--- src/design/kear_pkg.sv ---
// Shared types and constants for the key edge and auto-repeat tracker.
`timescale 1ns / 1ps

package kear_pkg;

   localparam int NUM_KEYS_DEF = 128;
   localparam int KEY_IDX_W    = 8;
   localparam int HOLD_W       = 16;
   localparam logic [HOLD_W-1:0] HOLD_MAX = 16'hFFFF;

   typedef enum logic [1:0] {
      FN_TICK    = 2'd0,
      FN_PRESSED = 2'd1,
      FN_TRIGGER = 2'd2,
      FN_RELEASE = 2'd3
   } func_type;

endpackage

--- src/design/kear_if.sv ---
// Valid/ready channel interfaces for the request and response sides.
`timescale 1ns / 1ps

interface kear_req_if
   import kear_pkg::*;
();
   logic                 valid;
   logic                 ready;
   func_type             func;
   logic [KEY_IDX_W-1:0] key_index;
   logic                 raw_pressed;
   logic [HOLD_W-1:0]    hold_delay;
   logic [HOLD_W-1:0]    repeat_period;

   modport source (output valid, func, key_index, raw_pressed, hold_delay, repeat_period,
                   input ready);
   modport sink   (input valid, func, key_index, raw_pressed, hold_delay, repeat_period,
                   output ready);
endinterface

interface kear_rsp_if;
   logic valid;
   logic ready;
   logic answer;

   modport source (output valid, answer, input ready);
   modport sink   (input valid, answer, output ready);
endinterface

--- src/design/key_edge_and_autorepeat.sv ---
// A query reads its key entry, checks it and answers from the output register; a trigger
// query that needs the repeat check also waits for the 16-step remainder unit. A frame tick
// walks the key RAM, reading and then rewriting each key in turn. One transaction is in work
// at a time; a response waits in its output register until taken, and a finished transaction
// holds in its done state, taking no new request, until that register is free.
// Synchronous reset clears the written marks, so every key reads as released with a zero count.
`timescale 1ns / 1ps

module key_edge_and_autorepeat
   import kear_pkg::*;
#(
   parameter int NUM_KEYS = NUM_KEYS_DEF
) (
   input logic  clock,
   input logic  reset,
   kear_req_if.sink   req_bus,
   kear_rsp_if.source rsp_bus
);

   localparam int KEY_W   = $clog2(NUM_KEYS);
   localparam int ENTRY_W = HOLD_W + 2;

   typedef enum logic [5:0] {
      S_IDLE = 6'b000001,
      S_QCHK = 6'b000010,
      S_QDIV = 6'b000100,
      S_TRD  = 6'b001000,
      S_TWR  = 6'b010000,
      S_DONE = 6'b100000
   } state_type;

   state_type           state_ff, state_in;
   func_type            func_ff, func_in;
   logic [KEY_W-1:0]    key_ff, key_in;
   logic                key_ok_ff, key_ok_in;
   logic                raw_ff, raw_in;
   logic [KEY_W-1:0]    cnt_ff, cnt_in;
   logic [HOLD_W-1:0]   hold_ff, hold_in;
   logic [HOLD_W-1:0]   period_ff, period_in;
   logic                ans_ff, ans_in;
   logic [NUM_KEYS-1:0] hvalid_ff, hvalid_in;
   logic                rsp_valid_ff, rsp_valid_in;
   logic                rsp_ans_ff, rsp_ans_in;

   logic                accept;
   logic                key_ok;
   logic [KEY_W-1:0]    req_key;
   logic                rsp_free;
   logic [ENTRY_W-1:0]  entry;
   logic                ent_now;
   logic                ent_before;
   logic [HOLD_W-1:0]   ent_held;
   logic [HOLD_W-1:0]   tick_held;
   logic                cur;
   logic                ram_wr_en;
   logic [KEY_W-1:0]    ram_wr_addr;
   logic [ENTRY_W-1:0]  ram_wr_data;
   logic                ram_rd_en;
   logic [KEY_W-1:0]    ram_rd_addr;
   logic [ENTRY_W-1:0]  ram_rd_data;
   logic                div_start;
   logic [HOLD_W-1:0]   div_dividend;
   logic                div_done;
   logic                div_zero;

   assign req_bus.ready = (state_ff == S_IDLE);
   assign accept        = req_bus.valid && req_bus.ready;
   assign key_ok        = {1'b0, req_bus.key_index} < (KEY_IDX_W + 1)'(NUM_KEYS);
   assign req_key       = req_bus.key_index[KEY_W-1:0];
   assign rsp_free      = !rsp_valid_ff || rsp_bus.ready;

   assign ram_rd_en   = accept || (state_ff == S_TRD);
   assign ram_rd_addr = (state_ff == S_TRD) ? cnt_ff : req_key;
   assign ram_wr_addr = (state_ff == S_TWR) ? cnt_ff : key_ff;

   // An entry never written since reset reads as a released key with a zero count.
   assign entry = (state_ff == S_TWR) ? (hvalid_ff[cnt_ff] ? ram_rd_data : '0)
                                      : (hvalid_ff[key_ff] ? ram_rd_data : '0);
   assign ent_now    = entry[HOLD_W+1];
   assign ent_before = entry[HOLD_W];
   assign ent_held   = entry[HOLD_W-1:0];
   assign cur        = ent_now | raw_ff;

   // The hold count grows only for a key seen in the frame that has just ended.
   assign tick_held = !ent_now ? '0
                    : (ent_held == HOLD_MAX) ? ent_held : ent_held + 1'b1;

   always_comb begin
      state_in     = state_ff;
      func_in      = func_ff;
      key_in       = key_ff;
      key_ok_in    = key_ok_ff;
      raw_in       = raw_ff;
      cnt_in       = cnt_ff;
      hold_in      = hold_ff;
      period_in    = period_ff;
      ans_in       = ans_ff;
      hvalid_in    = hvalid_ff;
      rsp_valid_in = rsp_valid_ff && !rsp_bus.ready;
      rsp_ans_in   = rsp_ans_ff;
      ram_wr_en    = 1'b0;
      ram_wr_data  = '0;
      div_start    = 1'b0;
      div_dividend = ent_held - hold_ff;

      unique case (state_ff)
         S_IDLE: begin
            if (accept) begin
               func_in   = req_bus.func;
               key_in    = req_key;
               key_ok_in = key_ok;
               raw_in    = req_bus.raw_pressed;
               hold_in   = req_bus.hold_delay;
               period_in = req_bus.repeat_period;
               ans_in    = 1'b0;
               if (req_bus.func == FN_TICK) begin
                  cnt_in   = '0;
                  state_in = S_TRD;
               end else begin
                  state_in = S_QCHK;
               end
            end
         end
         S_QCHK: begin
            ans_in   = 1'b0;
            state_in = S_DONE;
            if (key_ok_ff) begin
               if (raw_ff) begin
                  ram_wr_en         = 1'b1;
                  ram_wr_data       = {1'b1, ent_before, ent_held};
                  hvalid_in[key_ff] = 1'b1;
               end
               unique case (func_ff)
                  FN_PRESSED: ans_in = cur;
                  FN_RELEASE: ans_in = !cur && ent_before;
                  FN_TRIGGER: begin
                     if (cur && !ent_before) begin
                        ans_in = 1'b1;
                     end else if (cur && (hold_ff != '0) && (period_ff != '0)
                                  && (ent_held > hold_ff)) begin
                        div_start = 1'b1;
                        state_in  = S_QDIV;
                     end
                  end
                  default: ans_in = 1'b0;
               endcase
            end
         end
         S_QDIV: begin
            if (div_done) begin
               ans_in   = div_zero;
               state_in = S_DONE;
            end
         end
         S_TRD: begin
            state_in = S_TWR;
         end
         S_TWR: begin
            // The current-frame bit becomes the previous-frame bit and is cleared.
            ram_wr_en         = 1'b1;
            ram_wr_data       = {1'b0, ent_now, tick_held};
            hvalid_in[cnt_ff] = 1'b1;
            if (cnt_ff == KEY_W'(NUM_KEYS - 1)) begin
               ans_in   = 1'b0;
               state_in = S_DONE;
            end else begin
               cnt_in   = cnt_ff + 1'b1;
               state_in = S_TRD;
            end
         end
         S_DONE: begin
            if (rsp_free) begin
               rsp_valid_in = 1'b1;
               rsp_ans_in   = ans_ff;
               state_in     = S_IDLE;
            end
         end
         default: begin
            state_in = S_IDLE;
         end
      endcase
   end

   always_ff @(posedge clock) begin
      if (reset) begin
         state_ff     <= S_IDLE;
         cnt_ff       <= '0;
         hvalid_ff    <= '0;
         rsp_valid_ff <= 1'b0;
      end else begin
         state_ff     <= state_in;
         cnt_ff       <= cnt_in;
         hvalid_ff    <= hvalid_in;
         rsp_valid_ff <= rsp_valid_in;
      end
      func_ff    <= func_in;
      key_ff     <= key_in;
      key_ok_ff  <= key_ok_in;
      raw_ff     <= raw_in;
      hold_ff    <= hold_in;
      period_ff  <= period_in;
      ans_ff     <= ans_in;
      rsp_ans_ff <= rsp_ans_in;
   end

   assign rsp_bus.valid  = rsp_valid_ff;
   assign rsp_bus.answer = rsp_ans_ff;

   kear_ram #(
      .WIDTH (ENTRY_W),
      .DEPTH (NUM_KEYS)
   ) u_key_ram (
      .clock   (clock),
      .wr_en   (ram_wr_en),
      .wr_addr (ram_wr_addr),
      .wr_data (ram_wr_data),
      .rd_en   (ram_rd_en),
      .rd_addr (ram_rd_addr),
      .rd_data (ram_rd_data)
   );

   kear_rem u_rem (
      .clock    (clock),
      .reset    (reset),
      .start    (div_start),
      .dividend (div_dividend),
      .divisor  (period_ff),
      .done     (div_done),
      .rem_zero (div_zero)
   );

endmodule

--- src/design/kear_ram.sv ---
// Generic single-write, single-read RAM with registered read data.
`timescale 1ns / 1ps

module kear_ram #(
   parameter int WIDTH = 16,
   parameter int DEPTH = 128
) (
   input  logic                     clock,
   input  logic                     wr_en,
   input  logic [$clog2(DEPTH)-1:0] wr_addr,
   input  logic [WIDTH-1:0]         wr_data,
   input  logic                     rd_en,
   input  logic [$clog2(DEPTH)-1:0] rd_addr,
   output logic [WIDTH-1:0]         rd_data
);

   logic [WIDTH-1:0] mem_ff [DEPTH];

   always_ff @(posedge clock) begin
      if (wr_en) begin
         mem_ff[wr_addr] <= wr_data;
      end
      if (rd_en) begin
         rd_data <= mem_ff[rd_addr];
      end
   end

endmodule

--- src/design/kear_rem.sv ---
// Restoring remainder unit: one quotient bit per cycle, reports a zero remainder.
`timescale 1ns / 1ps

module kear_rem
   import kear_pkg::*;
(
   input  logic              clock,
   input  logic              reset,
   input  logic              start,
   input  logic [HOLD_W-1:0] dividend,
   input  logic [HOLD_W-1:0] divisor,
   output logic              done,
   output logic              rem_zero
);

   localparam int STEP_W = $clog2(HOLD_W);

   logic              busy_ff, busy_in;
   logic              done_ff, done_in;
   logic [STEP_W-1:0] step_ff, step_in;
   logic [HOLD_W-1:0] rem_ff, rem_in;
   logic [HOLD_W-1:0] num_ff, num_in;
   logic [HOLD_W-1:0] den_ff, den_in;
   logic [HOLD_W:0]   shifted;
   logic [HOLD_W:0]   trial;

   always_comb begin
      shifted = {rem_ff, num_ff[HOLD_W-1]};
      trial   = shifted - {1'b0, den_ff};
      busy_in = busy_ff;
      done_in = 1'b0;
      step_in = step_ff;
      rem_in  = rem_ff;
      num_in  = num_ff;
      den_in  = den_ff;
      if (start) begin
         busy_in = 1'b1;
         step_in = '0;
         rem_in  = '0;
         num_in  = dividend;
         den_in  = divisor;
      end else if (busy_ff) begin
         // A set top bit means the trial subtraction went negative.
         rem_in  = trial[HOLD_W] ? shifted[HOLD_W-1:0] : trial[HOLD_W-1:0];
         num_in  = {num_ff[HOLD_W-2:0], 1'b0};
         step_in = step_ff + 1'b1;
         if (step_ff == STEP_W'(HOLD_W - 1)) begin
            busy_in = 1'b0;
            done_in = 1'b1;
         end
      end
   end

   always_ff @(posedge clock) begin
      if (reset) begin
         busy_ff <= 1'b0;
         done_ff <= 1'b0;
         step_ff <= '0;
      end else begin
         busy_ff <= busy_in;
         done_ff <= done_in;
         step_ff <= step_in;
      end
      rem_ff <= rem_in;
      num_ff <= num_in;
      den_ff <= den_in;
   end

   assign done     = done_ff;
   assign rem_zero = (rem_ff == '0);

endmodule

--- src/flat_wrapper.sv ---
// flat-port wrapper written by rule: the top's interface ports become plain ports
module key_edge_and_autorepeat_flat import kear_pkg::*;
#(
   parameter int NUM_KEYS = NUM_KEYS_DEF
)
  (clock, reset, req_bus_valid, req_bus_func, req_bus_key_index, req_bus_raw_pressed, req_bus_hold_delay, req_bus_repeat_period, req_bus_ready, rsp_bus_valid, rsp_bus_answer, rsp_bus_ready);
  kear_req_if req_bus_i ();
  kear_rsp_if rsp_bus_i ();
  input logic clock;
  input logic reset;
  input wire logic [$bits(req_bus_i.valid)-1:0] req_bus_valid;
  input wire logic [$bits(req_bus_i.func)-1:0] req_bus_func;
  input wire logic [$bits(req_bus_i.key_index)-1:0] req_bus_key_index;
  input wire logic [$bits(req_bus_i.raw_pressed)-1:0] req_bus_raw_pressed;
  input wire logic [$bits(req_bus_i.hold_delay)-1:0] req_bus_hold_delay;
  input wire logic [$bits(req_bus_i.repeat_period)-1:0] req_bus_repeat_period;
  output wire logic [$bits(req_bus_i.ready)-1:0] req_bus_ready;
  output wire logic [$bits(rsp_bus_i.valid)-1:0] rsp_bus_valid;
  output wire logic [$bits(rsp_bus_i.answer)-1:0] rsp_bus_answer;
  input wire logic [$bits(rsp_bus_i.ready)-1:0] rsp_bus_ready;
  assign req_bus_i.valid = req_bus_valid;
  assign req_bus_i.func = req_bus_func;
  assign req_bus_i.key_index = req_bus_key_index;
  assign req_bus_i.raw_pressed = req_bus_raw_pressed;
  assign req_bus_i.hold_delay = req_bus_hold_delay;
  assign req_bus_i.repeat_period = req_bus_repeat_period;
  assign req_bus_ready = req_bus_i.ready;
  assign rsp_bus_valid = rsp_bus_i.valid;
  assign rsp_bus_answer = rsp_bus_i.answer;
  assign rsp_bus_i.ready = rsp_bus_ready;
  key_edge_and_autorepeat #(.NUM_KEYS(NUM_KEYS)) u_core (.clock(clock), .reset(reset), .req_bus(req_bus_i), .rsp_bus(rsp_bus_i));
endmodule
--- config.mk ---
export PLATFORM = sky130hd
export DESIGN_NAME = key_edge_and_autorepeat_flat
export DESIGN_NICKNAME = d
export VERILOG_FILES = /design/src/design/kear_pkg.sv /design/src/design/kear_if.sv /design/src/design/key_edge_and_autorepeat.sv /design/src/design/kear_ram.sv /design/src/design/kear_rem.sv /design/src/flat_wrapper.sv
export SDC_FILE = /design/constraint.sdc
export NUM_CORES = 2
export LEC_CHECK = 0
export ABC_AREA = 1
export BUFFER_PORTS_ARGS = -buffer_cell sky130_fd_sc_hd__buf_2
export CAP_MARGIN = 20
export CELL_PAD_IN_SITES_DETAIL_PLACEMENT = 1
export CELL_PAD_IN_SITES_GLOBAL_PLACEMENT = 2
export CORE_MARGIN = 3
export CORE_UTILIZATION = 39
export DETAILED_ROUTE_END_ITERATION = 10
export GPL_TIMING_DRIVEN = 1
export PLACE_DENSITY = 0.73
export SLEW_MARGIN = 25
export SYNTH_ARGS = -nofsm -noshare
export SYNTH_HDL_FRONTEND = slang
export SYNTH_HIERARCHICAL = 1
export SYNTH_SLANG_ARGS = --single-unit
--- constraint.sdc ---
create_clock -name clock -period 7.5 [get_ports clock]
set_input_delay 0.375 -clock clock [delete_from_list [all_inputs] [get_ports clock]]
set_output_delay 0.375 -clock clock [all_outputs]
set_load 0.03 [all_outputs]
==> results.sh <==
export IMPL_status="finished, final reports clean"
export IMPL_grt_ovfl_total=0
export IMPL_synth_fa_ha_area_frac=0.00440
export IMPL_dp_slack_ps=858
export IMPL_cts_setup_buffers=0
export IMPL_place_area_mm2=0.114
export IMPL_hp_class="input pin to flip-flop"
export IMPL_first_global_vias=79600
export IMPL_ys_seq_area_frac=0.693
export IMPL_r2r_start="u_core/cnt_ff[0]$_SDFFE_PP0P_"
export IMPL_final_area_mm2=0.123
export IMPL_htreeDepth=5
export IMPL_synth_seq_cells=2563
export IMPL_synth_edf_count=2399
export IMPL_grt_pass1_wl_um=539000
export IMPL_synthTopCellsByArea="edfxtp_1 66%, nand2_1 11%, nand3_1 11%"
export IMPL_yosys_area_top_type="edfxtp_1"
export IMPL_r2r_cells=31
export IMPL_synth_top_family_by_area="simple AND/OR/NAND/NOR gates"
export IMPL_ys_types=48
export IMPL_timing_final_crit_share=0.888
export IMPL_clock_sinks=2563
export IMPL_ant_nets=0
export IMPL_routedWlPerCell_um=26.2
export IMPL_drt_pre_antenna_iters=5
export IMPL_vias=78500
export IMPL_syn_num_nets=10100
export IMPL_synth_cells=10000
export IMPL_grtUsageTotal=0.251
export IMPL_cpMaxStageDelayCell="dfxtp_4"
export IMPL_fillers=29600
export IMPL_core_area_mm2=0.277
export IMPL_crit_path_frequent_cell="nand2_1"
export IMPL_synthFlopType="edfxtp_1"
export IMPL_avgSynthCellArea_um2=10.8
export IMPL_hold_viol=0
export IMPL_nets=10100
export IMPL_relSlewSlack=0.172
export IMPL_cp_max_fo=58
export IMPL_ir_worst_vdd_mv=0.167
export IMPL_yosys_area_share_simple=0.239
export IMPL_place_congestion=0.868
export IMPL_wl_um=367000
export IMPL_synth_warnings=6
export IMPL_hpwlAfterDp_um=207000
export IMPL_arrival_ps=7170
export IMPL_synth_xor_area_share=0.00169
export IMPL_min_from="reset"
export IMPL_async_flop_share=0
export IMPL_synth_compound_area_frac=0.0224
export IMPL_routed_via_density=5.62
export IMPL_setup_viol=0
export IMPL_r2r_slack_ps=840
export IMPL_clockRootBuffer="clkbuf_16"
export IMPL_initial_core_util=0.392
export IMPL_synthMuxAreaShare=0
export IMPL_endpoint_kind="flip-flop"
export IMPL_antenna_found_initial=8
export IMPL_drive_gt1_frac=0.0844
export IMPL_setup_tns_ps=0
export IMPL_critPathRequiredTime_ps=8010
export IMPL_fin_ws_ps=841
export IMPL_synth_top_cell_area_share=0.663
export IMPL_max_stage_delay_ps=740
export IMPL_whs_ps=71.4
export IMPL_worstSetupStartpointType="flip-flop"
export IMPL_fin_crit_ps=6660
export IMPL_portBuffers=49
export IMPL_finClkSkew_ps=48.3
export IMPL_synth_area_mm2=0.109
export IMPL_areaGrowthSynthToFinish_pct=13.2
export IMPL_slew_violations=0
export IMPL_cts_tree="done"
export IMPL_io_pins=50
export IMPL_die_x_um=534
export IMPL_grt_max_degree=184
export IMPL_path_clk_slew_ps=60
export IMPL_min_path_cells=2
export IMPL_drv_cap=0
export IMPL_drc=0
export IMPL_die_h_um=534
export IMPL_critPathKind="flip-flop to flip-flop"
export IMPL_cellPowerDensity_mw_per_mm2=253
export IMPL_clockBufferDepth=4
export IMPL_max_freq_mhz=150
export IMPL_clock_latency_ps=920
export IMPL_max_slew_worst_pin_slew_ps=1240
export IMPL_cts_buffers=290
export IMPL_rr_endpoint="u_core/u_rem/num_ff[3]$_DFFE_PP_"
export IMPL_drtIter0Drc=6616
export IMPL_rsz0062_at_grt="false"
export IMPL_dieArea_mm2=0.285
export IMPL_rows=193
export IMPL_leakage_nw=43.0
export IMPL_hold_end="u_core/state_ff[4]$_SDFFE_PP0P_"
==> stage by stage <==
stage	cells	power [W]	utilization
finish	14000	0.0311	0.444
floorplan	10000	0.0170	-
CTS	14000	0.0314	0.444
global placement	13400	0.0177	0.410
detailed placement	13400	0.0178	0.410
global route	14000	0.0322	0.444
==> layer usage <==
| layer | wire length (um) | global-route usage | vias to the layer above |
|---|---|---|---|
| met5 | 0 | 0 | - |
| met4 | 11000 | 0.0763 | 0 |
| met3 | 20100 | 0.0312 | 519 |
| met2 | 173000 | 0.410 | 2260 |
| met1 | 162000 | 0.351 | 40600 |
| li1 | - | - | 35100 |
==> cell families (layout without fill, tap and decap cells) <==
kind of cell    Yosys count  count (layout)
other cells               0               6
fa+ha+maj                37              37
xor+xnor                 21              21
compound gates          446             446
flops                  2563            2563
buf+inv                 933            1154
simple gates           6047            6047
==> worst max path at each step <==
stage / startpoint / endpoint / cells after the start
floorplan: u_core/state_ff[5]$_SDFFE_PP0P_ / u_core/u_key_ram/mem_ff[0][12]$_DFFE_PP_ / 10
global placement: u_core/cnt_ff[0]$_SDFFE_PP0P_ / u_core/u_rem/num_ff[3]$_DFFE_PP_ / 31
detailed placement: u_core/cnt_ff[0]$_SDFFE_PP0P_ / u_core/u_rem/rem_ff[14]$_SDFFE_PP0P_ / 32
CTS: u_core/cnt_ff[0]$_SDFFE_PP0P_ / u_core/u_rem/rem_ff[14]$_SDFFE_PP0P_ / 32
global route: u_core/cnt_ff[0]$_SDFFE_PP0P_ / u_core/u_rem/num_ff[3]$_DFFE_PP_ / 31
finish: u_core/cnt_ff[0]$_SDFFE_PP0P_ / u_core/u_rem/num_ff[3]$_DFFE_PP_ / 31
==> cell type report <==
cell class / instances / area (um2) / share of cell area
diodes: 6 / 15.0 / 0.000122
repair buffers: 334 / 3010 / 0.0245
well taps: 3705 / 4640 / 0.0377
multi-input cells: 6551 / 29800 / 0.242
clock inverters: 119 / 1130 / 0.00920
clock buffers: 383 / 7820 / 0.0635
inverters: 318 / 1250 / 0.0101
flip-flops and latches: 2563 / 75300 / 0.612
==> layout by cell type, fill, tap and decap left out, drive strengths merged, types with 144 or more instances in the layout <==
cell type	synthesis	routed
clkbuf	120	383
dfxtp	164	164
buf	495	289
nor2	356	356
nand2	3269	3269
edfxtp	2399	2399
inv	314	327
nand3	2354	2354
o21ai	144	144
a21oi	182	182
==> worst max-delay path, delay by kind of cell, from the launching register on <==
family	cells	cell delay, ps
compound gates	4	760
fa+ha+maj	1	380
buf+inv	6	1390
flops	1	740
simple gates	20	2970
==> timing repair <==
action	CTS	global route
gates resized for setup	0	0
hold buffers	45	0
endpoints found under the hold margin	53	0
==> sequential cells by signal, summed over array words and instances, names as in the netlist, 2 cells and up <==
| name | cells |
|---|---|
| u_core/hvalid_ff | 128 |
| u_core/cnt_ff | 7 |
| u_core/key_ff | 7 |
| u_core/u_rem/step_ff | 4 |
| u_core/u_key_ram/rd_data | 18 |
| u_core/u_key_ram/mem_ff | 2304 |
| u_core/u_rem/rem_ff | 16 |
| u_core/u_rem/num_ff | 16 |
| u_core/state_ff | 6 |
| u_core/func_ff | 2 |
| u_core/u_rem/den_ff | 16 |
| u_core/hold_ff | 16 |
| u_core/period_ff | 16 |
==> power by group <==
group	internal, W	total, W	switching, W
sequential	0.0155	0.0155	0.0000324
combinational	0.000502	0.00200	0.00149
clock	0.00778	0.0136	0.00585
total	0.0237	0.0311	0.00738
==> synth_stat cells (6+ instances only) <==
library cell,count
nand2_1,3256
edfxtp_1,2399
nand3_1,2346
buf_2,366
nor2_1,341
inv_1,299
a21oi_1,180
dfxtp_1,164
o21ai_0,130
clkbuf_1,118
o22ai_1,89
buf_1,69
buf_4,36
ha_1,35
nand4_1,27
nor3_1,26
buf_6,24
o211ai_1,19
xor2_1,15
o21ai_1,13
inv_2,12
nand2_2,11
nor4_1,11
nor2_2,7
nor2_4,7
xnor2_1,6
Power figures use the tool's default switching activity.
